**src/hdl/bctc_pkg.sv**
```systemverilog
`timescale 1ns / 1ps
package bctc_pkg;

	localparam int RAW_W   = 24;
	localparam int TEMP_W  = 24;
	localparam int PRESS_W = 23;
	localparam int CFG_W   = 64;
	localparam int IDX_W   = 2;
	localparam int ACC_W   = 112;

	localparam logic [IDX_W-1:0] REG_TEMP_TRIM = 2'd0;
	localparam logic [IDX_W-1:0] REG_PRESS_A   = 2'd1;
	localparam logic [IDX_W-1:0] REG_PRESS_B   = 2'd2;

	// raw trim fields, signedness applied where used
	typedef struct packed {
		logic [15:0] t1;
		logic [15:0] t2;
		logic [7:0]  t3;
		logic [15:0] p1;
		logic [15:0] p2;
		logic [7:0]  p3;
		logic [7:0]  p4;
		logic [15:0] p5;
		logic [15:0] p6;
		logic [7:0]  p7;
		logic [7:0]  p8;
		logic [15:0] p9;
		logic [7:0]  p10;
		logic [7:0]  p11;
	} trim_t;

	// aligned pressure terms at 2^-85 Pa, two's complement
	typedef struct packed {
		logic [ACC_W-1:0] t_p5;
		logic [ACC_W-1:0] t_p6;
		logic [ACC_W-1:0] t_p7;
		logic [ACC_W-1:0] t_p8;
		logic [ACC_W-1:0] t_p1;
		logic [ACC_W-1:0] t_p2;
		logic [ACC_W-1:0] t_p3;
		logic [ACC_W-1:0] t_p9;
		logic [ACC_W-1:0] t_p10;
		logic [ACC_W-1:0] t_p11;
		logic [ACC_W-1:0] d00;
		logic [ACC_W-1:0] d01;
		logic [ACC_W-1:0] d10;
		logic [ACC_W-1:0] d11;
	} pterm_t;

	function automatic trim_t unpack_trims(logic [39:0] tw, logic [63:0] wa, logic [63:0] wb);
		trim_t r;
		r.t1  = tw[15:0];
		r.t2  = tw[31:16];
		r.t3  = tw[39:32];
		r.p1  = wa[15:0];
		r.p2  = wa[31:16];
		r.p3  = wa[39:32];
		r.p4  = wa[47:40];
		r.p5  = wa[63:48];
		r.p6  = wb[15:0];
		r.p7  = wb[23:16];
		r.p8  = wb[31:24];
		r.p9  = wb[47:32];
		r.p10 = wb[55:48];
		r.p11 = wb[63:56];
		return r;
	endfunction

endpackage

```
**src/hdl/bctc_psum.sv**
```systemverilog
`timescale 1ns / 1ps
module bctc_psum import bctc_pkg::*; (
	input  logic                     clk,
	input  logic                     arst_n,
	input  logic                     en,
	input  logic                     vld_in,
	input  logic signed [TEMP_W-1:0] tq,
	input  pterm_t                   terms,
	output logic                     vld_out,
	output logic signed [TEMP_W-1:0] comp_temp,
	output logic [PRESS_W-1:0]       comp_press
);

	localparam logic [ACC_W-1:0] ROUND_HALF = ACC_W'(1) << 78;

	logic v_s8, v_s9, v_s10;
	logic [ACC_W-1:0] g1_s8, g2_s8, g3_s8, g4_s8, acc_s9;
	logic signed [TEMP_W-1:0] tq_s8, tq_s9, tq_s10;
	logic [PRESS_W-1:0] pr_s10;

	logic [31:0]        q_c;
	logic [PRESS_W-1:0] pr_c;

	assign q_c = acc_s9[ACC_W-2:79];

	always_comb begin
		if (acc_s9[ACC_W-1]) begin
			pr_c = '0;
		end else if (|q_c[31:PRESS_W]) begin
			pr_c = '1;
		end else begin
			pr_c = q_c[PRESS_W-1:0];
		end
	end

	always_ff @(posedge clk or negedge arst_n) begin
		if (!arst_n) begin
			v_s8  <= 1'b0;
			v_s9  <= 1'b0;
			v_s10 <= 1'b0;
		end else if (en) begin
			v_s8  <= vld_in;
			v_s9  <= v_s8;
			v_s10 <= v_s9;
		end
	end

	always_ff @(posedge clk) begin
		if (en) begin
			g1_s8  <= terms.t_p5 + terms.t_p6 + terms.t_p7 + terms.t_p8;
			g2_s8  <= terms.t_p1 + terms.t_p2 + terms.t_p3;
			g3_s8  <= terms.t_p9 + terms.t_p10 + terms.t_p11;
			g4_s8  <= terms.d00 + terms.d01 + terms.d10 + terms.d11;
			tq_s8  <= tq;
			acc_s9 <= g1_s8 + g2_s8 + g3_s8 + g4_s8 + ROUND_HALF;
			tq_s9  <= tq_s8;
			pr_s10 <= pr_c;
			tq_s10 <= tq_s9;
		end
	end

	assign vld_out    = v_s10;
	assign comp_temp  = tq_s10;
	assign comp_press = pr_s10;

endmodule

```
**config.mk**
```make
export PLATFORM = sky130hd
export DESIGN_NAME = bctc_psum
export DESIGN_NICKNAME = d
export VERILOG_FILES = /design/src/hdl/bctc_pkg.sv /design/src/hdl/bctc_psum.sv
export SDC_FILE = /design/constraint.sdc
export NUM_CORES = 2
export LEC_CHECK = 0
export BUFFER_PORTS_ARGS = -buffer_cell sky130_fd_sc_hd__buf_2
export CORE_AREA = 3 3 636 638
export DETAILED_ROUTE_END_ITERATION = 12
export DIE_AREA = 0 0 639 641
export PLACE_DENSITY_LB_ADDON = 0.08
export SYNTH_ARGS = -nofsm -noshare
export SYNTH_HDL_FRONTEND = slang
export SYNTH_SLANG_ARGS = --single-unit
```
**constraint.sdc**
```tcl
create_clock -name clk -period 6.7 [get_ports clk]
set_input_delay 0.67 -clock clk [delete_from_list [all_inputs] [get_ports clk]]
set_output_delay 0.67 -clock clk [all_outputs]
set_load 0.02 [all_outputs]
```
==> results_dict.tcl <==
set metrics [dict create \
    status "finished clean" \
    cts_htree_levels 3 \
    wl_met3_mm 18.0 \
    start_util_pct 18.5 \
    cts.sinks 579 \
    firstDrtPassIters 6 \
    maxSlewHeadroom_pct 10.5 \
    dpl.hpwl_mm 379 \
    gp_congestion 0.906 \
    finalSetupViolCount 0 \
    syn-num-nets 11074 \
    wl_per_cell_um 27.8 \
    ys_seq_area_share_pct 23.5 \
    crit_path_end_kind "flop" \
    powerDensity_nw_per_um2 581 \
    crit_chain "inv_1 -> fa_1 -> inv_1 -> fa_1 -> ha_1 -> ha_1 -> nand3_1 -> nor3_1 -> o21ai_0 -> a21oi_1 -> o2111ai_1 -> a31oi_1 -> a2111oi_0 -> buf_4 -> o41ai_4 -> nor4bb_1 -> buf_4 -> o21ai_0 -> o21ai_0 -> buf_4 -> a21oi_1 -> xnor2_1" \
    hp-class "input pin to flop" \
    worstRegToRegCells 22 \
    clockRootBuffer "clkbuf_16" \
    grt_pass1_wl_mm 562 \
    die_w_um 639 \
    synth_ff_type "edfxtp_1" \
    drt_iter0_markers 4062 \
    finalHoldViolations 0 \
    fin_setup_tns_ps 0 \
    fin_skew_ps 43.0 \
    syn2layout_area_growth_pct 25.1 \
    cp_max_fo 7 \
    ys_types 79 \
    grt_use_total_pct 19.8 \
    ys_ff_latch 579 \
    p_leak_nw 43.2 \
    post-route-period-util_pct 94.2 \
    core_area_sq_um 399000 \
    port_buffers 1643 \
    cts_buffer_depth 4 \
    period_minus_slack_ps 6310 \
    slew_viol_final 0 \
    cp-start-kind "flop" \
    num-fill-cells 44187 \
    grt_pass1_vias 70666 \
    synthArstFlopShare_pct 0.518 \
    routed_wl_mm 417 \
    antenna_found_initial 209 \
    ys.warnings.count 0 \
    whs_path_depth 2 \
    max_stage_delay_ps 500 \
    rsz0062_at_grt "false" \
    routed-wl-met2_mm 226 \
    max_freq_mhz 158 \
    layout-drive-gt1-share_pct 20.1 \
    vias 65322 \
    critPathKind "flop to flop" \
    insertion_delay_ps 810 \
    num_rows 232 \
    postCtsSetupRepairBufs 0 \
    path_depth 22 \
    cpMaxStageDelayCell "o41ai_4" \
    avgSynthCellArea_sq_um 9.31 \
    grt_max_degree 127 \
    drc 0 \
    synth_area_sq_um 73800 \
    critPathTopFamily "compound AO/OA/AOI/OAI gates" \
    max-vdd-ir-drop_uv 437 \
    fp.dieH_um 641 \
    synthCells 7930 \
    cts_tree "built" \
    synth_edf_count 576 \
    critPathArrivalTime_ps 6870 \
    power_mw 53.6 \
    fin_nets 12749 \
    worstPathRequired_ps 7250 \
    highest_layer "met5" \
    critical_path_buf_inv_count 5 \
    clk_pin_slew_worst_paths_ps 60 \
    via_per_inst 4.35 \
    numCtsBuffers 93 \
    drv_cap 0 \
    worstMarginPinSlew_ps 1330 \
    grt-ovfl-total 0 \
    dieArea_sq_um 410000 \
    ioPinCount 1644 \
    wl_met1_mm 162 \
    ant_nets 0 \
]
## per-layer routing
metal | vias to the layer above | track usage [%]
li1 | 30162 | -
met5 | - | 0
met2 | 2064 | 38.2
met3 | 519 | 2.53
met1 | 32527 | 22.8
met4 | 50 | 4.43
## placed cells by master (no fill, tap or decap), types with 60 or more instances in the layout
cell type / count
ha_1: 659
buf_4: 105
inv_1: 1609
nand3_1: 104
nor2_1: 374
diode_2: 73
edfxtp_1: 576
o21a_1: 60
nand2_1: 499
a21oi_1: 764
buf_2: 1642
nand4_1: 205
xor2_1: 175
a31oi_1: 60
xnor2_1: 307
o21bai_1: 168
o21ai_0: 383
nor3_1: 86
fa_1: 889
a21o_1: 235
clkbuf_16: 93
## state kept, by name, indices dropped and copies added, names as in the netlist, 23 cells and up
name        flops
comp_press     23
g1_s8         112
tq_s8          24
acc_s9         33
comp_temp      24
tq_s9          24
g2_s8         112
g3_s8         112
g4_s8         112
## power by group
group | switching (mW) | internal, mW | total [mW]
registers | 1.10 | 6.62 | 7.72
clock network | 2.03 | 3.08 | 5.10
logic | 25.7 | 15.1 | 40.8
## path summary, 6_finish.rpt
| path | start | endpoint | slack, ps |
|---|---|---|---|
| max | g2_s8[15] | acc_s9[111] | 390 |
| min | terms[1456] | g1_s8[0] | 180 |
| max reg2reg | g2_s8[15] | acc_s9[111] | 390 |
| min reg2reg | tq_s8[23] | tq_s9[23] | 410 |
| max in group asynchronous | arst_n | v_s9 | 6300 |
| min in group asynchronous | arst_n | v_s8 | 290 |
## metrics by stage
step	cell area, sq um	hold WS [ps]	worst slack (ps)	util [%]	cells
after floorplan	73800	374	1460	-	7930
after global placement	88900	401	14.7	22.3	14749
after detailed placement	88900	405	37.0	22.3	14749
after CTS	92200	68.0	161	23.1	14938
after global routing	92300	135	57.9	23.1	14978
final	92400	183	387	23.1	15011
## cell type report
cell class	count	area (sq um)	share of cell area [%]
sequential	579	17400	18.8
tap	5265	6590	7.13
multi-input combinational	5543	49800	53.9
clock inverter	56	686	0.742
antenna	73	183	0.198
timing repair buffer	1779	9380	10.2
clock buffer	107	2380	2.58
inverter	1609	6040	6.54
## cell usage after synthesis, types with 10 or more instances
| cell | count | area [sq um] |
|---|---|---|
| o211ai_1 | 31 | 233 |
| o21bai_1 | 168 | 1260 |
| and2_1 | 16 | 100 |
| fa_1 | 889 | 17800 |
| nand3_1 | 104 | 521 |
| a21oi_1 | 764 | 3820 |
| or2_2 | 17 | 106 |
| a21o_1 | 235 | 1760 |
| a221oi_1 | 25 | 219 |
| o221ai_1 | 20 | 175 |
| nor3_1 | 86 | 430 |
| o21a_1 | 60 | 450 |
| clkbuf_1 | 190 | 713 |
| o41ai_1 | 15 | 131 |
| a21boi_0 | 25 | 188 |
| nor2b_1 | 52 | 325 |
| or4_1 | 10 | 75.1 |
| a311oi_1 | 10 | 87.6 |
| a31o_2 | 10 | 87.6 |
| edfxtp_1 | 576 | 17300 |
| xnor2_1 | 307 | 2690 |
| or3_1 | 16 | 100 |
| nand4_1 | 205 | 1280 |
| a211oi_1 | 39 | 293 |
| nand2b_1 | 49 | 307 |
| nor4_1 | 25 | 156 |
| ha_1 | 659 | 8250 |
| inv_1 | 1609 | 6040 |
| o21ai_1 | 20 | 100 |
| nand2_1 | 499 | 1870 |
| and3_1 | 36 | 225 |
| o21ai_0 | 383 | 1920 |
| a31oi_1 | 61 | 382 |
| and4_1 | 15 | 131 |
| nor2_1 | 374 | 1400 |
| xor2_1 | 175 | 1530 |
| o31ai_1 | 31 | 233 |
## timing repair
action                                 in CTS  in global routing
resized for setup                           0                  2
setup endpoints to repair                   0                  3
endpoints found under the hold margin      28                  0
hold buffers                               26                  0
## kinds of logic (layout without fill, tap and decap cells)
kind of cell	Yosys count	count (layout)	share of synthesized area [%]
AND/OR/NAND/NOR	1524	1524	9.76
AO/OA/AOI/OAI	1986	1986	16.5
XOR/XNOR	482	482	5.72
adder cells (fa/ha/maj)	1548	1548	35.3
flip-flops	579	579	23.5
other	0	73	0
multiplexers	3	3	0.0457
buffers and inverters	1808	3551	9.20
Note: power is estimated with default switching activity, not from simulation.
