File: config.mk
export PLATFORM = sky130hd
export DESIGN_NAME = bctc_temp
export DESIGN_NICKNAME = d
export VERILOG_FILES = /design/src/hdl/bctc_pkg.sv /design/src/hdl/bctc_temp.sv
export SDC_FILE = /design/constraint.sdc
export NUM_CORES = 2
export LEC_CHECK = 0
export ABC_CLOCK_PERIOD_IN_PS = 10690
export BUFFER_PORTS_ARGS = -buffer_cell sky130_fd_sc_hd__buf_2
export CAP_MARGIN = 30
export CORE_MARGIN = 1
export CORE_UTILIZATION = 50
export CTS_CLUSTER_DIAMETER = 80
export DETAILED_ROUTE_END_ITERATION = 10
export PLACE_DENSITY = 0.66
export SYNTH_ARGS = -nofsm -noshare
export SYNTH_HDL_FRONTEND = slang
export SYNTH_SLANG_ARGS = --single-unit
export TNS_END_PERCENT = 10
File: constraint.sdc
create_clock -name clk -period 10.69 [get_ports clk]
set_input_delay 1.069 -clock clk [delete_from_list [all_inputs] [get_ports clk]]
set_output_delay 1.069 -clock clk [all_outputs]
set_load 0.005 [all_outputs]
File: src/hdl/bctc_pkg.sv
`timescale 1ns / 1ps
package bctc_pkg;

	localparam int RAW_W   = 24;
	localparam int TEMP_W  = 24;
	localparam int PRESS_W = 23;
	localparam int CFG_W   = 64;
	localparam int IDX_W   = 2;
	localparam int ACC_W   = 112;

	localparam logic [IDX_W-1:0] REG_TEMP_TRIM = 2'd0;
	localparam logic [IDX_W-1:0] REG_PRESS_A   = 2'd1;
	localparam logic [IDX_W-1:0] REG_PRESS_B   = 2'd2;

	// raw trim fields, signedness applied where used
	typedef struct packed {
		logic [15:0] t1;
		logic [15:0] t2;
		logic [7:0]  t3;
		logic [15:0] p1;
		logic [15:0] p2;
		logic [7:0]  p3;
		logic [7:0]  p4;
		logic [15:0] p5;
		logic [15:0] p6;
		logic [7:0]  p7;
		logic [7:0]  p8;
		logic [15:0] p9;
		logic [7:0]  p10;
		logic [7:0]  p11;
	} trim_t;

	// aligned pressure terms at 2^-85 Pa, two's complement
	typedef struct packed {
		logic [ACC_W-1:0] t_p5;
		logic [ACC_W-1:0] t_p6;
		logic [ACC_W-1:0] t_p7;
		logic [ACC_W-1:0] t_p8;
		logic [ACC_W-1:0] t_p1;
		logic [ACC_W-1:0] t_p2;
		logic [ACC_W-1:0] t_p3;
		logic [ACC_W-1:0] t_p9;
		logic [ACC_W-1:0] t_p10;
		logic [ACC_W-1:0] t_p11;
		logic [ACC_W-1:0] d00;
		logic [ACC_W-1:0] d01;
		logic [ACC_W-1:0] d10;
		logic [ACC_W-1:0] d11;
	} pterm_t;

	function automatic trim_t unpack_trims(logic [39:0] tw, logic [63:0] wa, logic [63:0] wb);
		trim_t r;
		r.t1  = tw[15:0];
		r.t2  = tw[31:16];
		r.t3  = tw[39:32];
		r.p1  = wa[15:0];
		r.p2  = wa[31:16];
		r.p3  = wa[39:32];
		r.p4  = wa[47:40];
		r.p5  = wa[63:48];
		r.p6  = wb[15:0];
		r.p7  = wb[23:16];
		r.p8  = wb[31:24];
		r.p9  = wb[47:32];
		r.p10 = wb[55:48];
		r.p11 = wb[63:56];
		return r;
	endfunction

endpackage

File: src/hdl/bctc_temp.sv
`timescale 1ns / 1ps
module bctc_temp import bctc_pkg::*; (
	input  logic                     clk,
	input  logic                     arst_n,
	input  logic                     en,
	input  logic                     vld_in,
	input  logic [RAW_W-1:0]         raw_temp,
	input  logic [RAW_W-1:0]         raw_press,
	input  trim_t                    trims,
	output logic                     vld_out,
	output logic signed [TEMP_W-1:0] tq,
	output logic [RAW_W-1:0]         up
);

	logic              v_s1, v_s2, v_s3, v_s4;
	logic signed [24:0] d_s1;
	logic [RAW_W-1:0]   up_s1, up_s2, up_s3, up_s4;
	logic signed [41:0] dt2_s2, dt2_s3;
	logic signed [49:0] dd_s2;
	logic signed [57:0] ddt3_s3;
	logic signed [TEMP_W-1:0] tq_s4;

	logic signed [24:0] d_c;
	logic signed [61:0] s_c;
	logic signed [29:0] q_c;
	logic signed [TEMP_W-1:0] tq_c;

	assign d_c = $signed({1'b0, raw_temp}) - $signed({1'b0, trims.t1, 8'd0});

	// t*2^48 exact, round half up to Q16, saturate
	always_comb begin
		s_c = (62'(dt2_s3) <<< 18) + 62'(ddt3_s3) + 62'sd2147483648;
		q_c = 30'(s_c >>> 32);
		if (q_c > 30'sd8388607) begin
			tq_c = 24'sh7FFFFF;
		end else if (q_c < -30'sd8388608) begin
			tq_c = 24'sh800000;
		end else begin
			tq_c = q_c[TEMP_W-1:0];
		end
	end

	always_ff @(posedge clk or negedge arst_n) begin
		if (!arst_n) begin
			v_s1 <= 1'b0;
			v_s2 <= 1'b0;
			v_s3 <= 1'b0;
			v_s4 <= 1'b0;
		end else if (en) begin
			v_s1 <= vld_in;
			v_s2 <= v_s1;
			v_s3 <= v_s2;
			v_s4 <= v_s3;
		end
	end

	always_ff @(posedge clk) begin
		if (en) begin
			d_s1    <= d_c;
			up_s1   <= raw_press;
			dt2_s2  <= d_s1 * $signed({1'b0, trims.t2});
			dd_s2   <= d_s1 * d_s1;
			up_s2   <= up_s1;
			ddt3_s3 <= dd_s2 * $signed(trims.t3);
			dt2_s3  <= dt2_s2;
			up_s3   <= up_s2;
			tq_s4   <= tq_c;
			up_s4   <= up_s3;
		end
	end

	assign vld_out = v_s4;
	assign tq      = tq_s4;
	assign up      = up_s4;

endmodule

==> metrics.txt <==
# TYPE chip_impl_metric gauge
chip_impl_metric{name="final_cycle_utilization_of_the_critical_path",unit=""} 0.7967
chip_impl_metric{name="maxCapViolations",unit=""} 0
chip_impl_metric{name="drc",unit=""} 0
chip_impl_metric{name="io_buffer_count",unit=""} 140
chip_impl_metric{name="floorplan.initialDensity",unit=""} 0.5069
chip_impl_metric{name="finalMaxSlewViolations",unit=""} 0
chip_impl_metric{name="dp_hpwl",unit="µm"} 108700
chip_impl_info{name="synth.area.top_cells",value="fa_1, edfxtp_1, ha_1"} 1
chip_impl_metric{name="top_level_ports",unit=""} 269
chip_impl_metric{name="synth.yosys.warnings",unit=""} 0
chip_impl_metric{name="cts_setup_buffers",unit=""} 0
chip_impl_metric{name="synth-seq-cells",unit=""} 322
chip_impl_metric{name="max_clock_freq",unit="MHz"} 117.4
chip_impl_metric{name="cts.htree.levels",unit=""} 2
chip_impl_metric{name="synth_edf_count",unit=""} 318
chip_impl_metric{name="dieWidth",unit="µm"} 351.4
chip_impl_metric{name="fin_worst_skew",unit="ns"} 0.04139
chip_impl_info{name="min_delay_path_class",value="in -> async"} 1
chip_impl_metric{name="numCtsBuffers",unit=""} 43
chip_impl_metric{name="netlist_instances",unit=""} 6108
chip_impl_metric{name="vias_in_the_first_global_route",unit=""} 43240
chip_impl_metric{name="cp.arrival",unit="ns"} 8.83
chip_impl_info{name="clock_tree_from_tritoncts",value="yes"} 1
chip_impl_metric{name="grt_pass1_wl",unit="µm"} 219100
chip_impl_info{name="grt_setup_unrepaired",value="no"} 1
chip_impl_metric{name="final.fill_count",unit=""} 10830
chip_impl_metric{name="post_cts_hold_buffer_count",unit=""} 0
chip_impl_info{name="netlist.top_cell.by_area",value="fa_1"} 1
chip_impl_metric{name="firstDrtPassIters",unit=""} 5
chip_impl_metric{name="synth_largest_type_area_fraction",unit=""} 0.4256
chip_impl_info{name="cts-root-buf",value="clkbuf_16"} 1
chip_impl_metric{name="routedWlPerCell",unit="µm"} 16.91
chip_impl_metric{name="num_rows",unit=""} 127
chip_impl_info{name="cp-end-kind",value="register"} 1
chip_impl_metric{name="clock_transition_at_path_regs",unit="ns"} 0.06
chip_impl_info{name="synthFlopType",value="edfxtp_1"} 1
chip_impl_info{name="run_status",value="complete, no violations"} 1
chip_impl_metric{name="core_area",unit="mm²"} 0.1204
chip_impl_metric{name="cts_sinks",unit=""} 322
chip_impl_metric{name="worst_slew_pin_slew",unit="ns"} 0.9868
chip_impl_metric{name="netlist_area",unit="mm²"} 0.06105
chip_impl_metric{name="via_per_inst",unit=""} 5.121
chip_impl_metric{name="syn_nets",unit=""} 8096
chip_impl_metric{name="wirelength_met1",unit="µm"} 59360
chip_impl_metric{name="met2RoutedLength",unit="µm"} 62850
chip_impl_metric{name="max-slew-margin-rel",unit=""} 0.3397
chip_impl_metric{name="totalWireLength",unit="µm"} 131600
chip_impl_metric{name="grt_max_degree",unit=""} 173
chip_impl_info{name="top_layer_used",value="met5"} 1
chip_impl_metric{name="antenna_found_initial",unit=""} 3
chip_impl_metric{name="post_cts_resize_count",unit=""} 0
chip_impl_metric{name="clockBufferDepth",unit=""} 3
chip_impl_metric{name="timing.final.setup_violations",unit=""} 0
chip_impl_metric{name="critical_path.max_fanout",unit=""} 29
chip_impl_info{name="path_class",value="reg -> reg"} 1
chip_impl_metric{name="final_antenna_net_count",unit=""} 0
chip_impl_metric{name="gp_congestion",unit=""} 0.8841
chip_impl_metric{name="post_route_cells_drive_above_1_share",unit=""} 0.04878
chip_impl_metric{name="syn_area_per_cell",unit="µm²"} 9.995
chip_impl_metric{name="num-nets-final",unit=""} 8125
chip_impl_metric{name="die_area",unit="mm²"} 0.1235
chip_impl_metric{name="gr-usage-all-layers",unit=""} 0.2233
chip_impl_metric{name="wl_met3",unit="µm"} 6845
chip_impl_metric{name="routed-via-count",unit=""} 39870
chip_impl_metric{name="fin_crit",unit="ns"} 8.517
chip_impl_info{name="timing.critical_path.from_type",value="register"} 1
chip_impl_metric{name="dr.first_iter.drc_count",unit=""} 1954
chip_impl_metric{name="floorplan.die.height",unit="µm"} 351.4
chip_impl_metric{name="yosysSeqAreaShare",unit=""} 0.1581
chip_impl_metric{name="timing_hold_violations_final",unit=""} 0
chip_impl_metric{name="clk-insertion-delay-late",unit="ns"} 0.63
chip_impl_metric{name="setup_total_negative_slack",unit="ns"} 0
chip_impl_metric{name="netlist-cell-type-count",unit=""} 88
chip_impl_metric{name="synth_async_sr_flop_share",unit=""} 0.01242
chip_impl_metric{name="area_growth_syn_to_layout",unit="%"} 6.409
chip_impl_metric{name="globalRouteOverflowTotal",unit=""} 0
chip_impl_metric{name="cp.required",unit="ns"} 11.01
## through the flow
step | std cells | hold slack (ns) | instance area (µm²) | util | setup WS (ns)
floorplan | 6108 | 0.4003 | 61050 | - | 3.108
global placement | 7702 | 0.4001 | 63330 | 0.5258 | 2.099
detailed placement | 7703 | 0.4045 | 63350 | 0.5259 | 2.057
CTS | 7782 | 0.2239 | 64940 | 0.5392 | 2.039
global route | 7785 | 0.2405 | 64960 | 0.5393 | 1.686
finish | 7786 | 0.2672 | 64960 | 0.5393 | 2.173
## placed cells by master (no fill, tap or decap), drive strengths merged, types with 59 or more instances in the layout
cell,n
inv,1555
fa,1298
nand2,623
and2,523
ha,470
edfxtp,318
buf,183
a21oi,156
nor2,142
xnor2,131
o21ai,89
a21o,80
nand2b,71
nand3,59
## state kept, by name, indices dropped and copies added (netlist names), 25 cells and up
signal / cells
dd_s2: 49
dt2_s3: 42
d_s1: 25
ddt3_s3: 40
dt2_s2: 42
## final timing paths
kind	startpoint	slack [ns]	endpoint	cells past startpoint
setup reg to reg	d_s1[13]	2.17	dd_s2[48]	24
setup / recovery	d_s1[13]	2.17	dd_s2[48]	24
hold reg to reg	up_s3[16]	0.41	up[16]	0
hold / removal	arst_n	0.27	vld_out	1
min in group clk	up_s3[16]	0.41	up[16]	0
max in group asynchronous	arst_n	10.31	v_s1	1
## cell families (layout without fill, tap and decap cells)
kind of cell / Yosys count / in the layout / share of synthesized area
other: 2 / 5 / 0.0001230
DFF: 322 / 322 / 0.1581
muxes: 9 / 9 / 0.001578
and+or+nand+nor: 1585 / 1585 / 0.1310
AOI/OAI and AO/OA: 496 / 496 / 0.05343
xor gates and xnor gates: 181 / 181 / 0.02621
adders and majority gates: 1768 / 1768 / 0.5220
buffers and inverters: 1745 / 1808 / 0.1076
## cells in the mapped netlist (29+ instances only)
cell      instances
a21o_1           80
a21oi_1         155
and2_1          522
and3_1           29
clkbuf_1        194
edfxtp_1        318
fa_1           1298
ha_1            470
inv_1          1546
nand2_1         621
nand2b_1         71
nand3_1          51
nor2_1          140
nor2b_1          37
nor3_1           43
o21ai_0          83
xnor2_1         129
xor2_1           50
## layer usage
metal | GRT usage | up-vias
li1 | - | 18450
met2 | 0.3797 | 955
met5 | 0 | -
met1 | 0.3058 | 20290
met4 | 0.04854 | 2
met3 | 0.02901 | 176
## critical path, cell delays in order (launching register included)
cell and delay (ns):
edfxtp_1 0.88, buf_4 0.48, nand2_1 0.14, fa_1 0.60
inv_1 0.07, fa_1 0.47, fa_1 0.49, inv_1 0.06
fa_1 0.54, inv_1 0.07, fa_1 0.49, fa_1 0.49
inv_1 0.05, fa_1 0.47, inv_1 0.04, ha_1 0.37
a21o_1 0.20, a21oi_1 0.18, nor2_1 0.07, a211oi_1 0.32
a21oi_1 0.24, o2111ai_1 0.35, and3_1 0.30, nor3_1 0.08
a2111oi_0 0.80
## layout make-up
type	instances	area, µm²	share of cell area
clock buffers	47	1091	0.01680
well taps	1612	2017	0.03105
clock inverters	32	499.2	0.007685
multi-input cells	4041	44830	0.6901
diodes	3	7.507	0.0001156
repair buffers	183	1066	0.01641
flip-flops and latches	322	9649	0.1485
inverters	1546	5803	0.08933
Power is not shown: default switching activity piles up to over one toggle a cycle in this logic, so the estimate is an artifact.
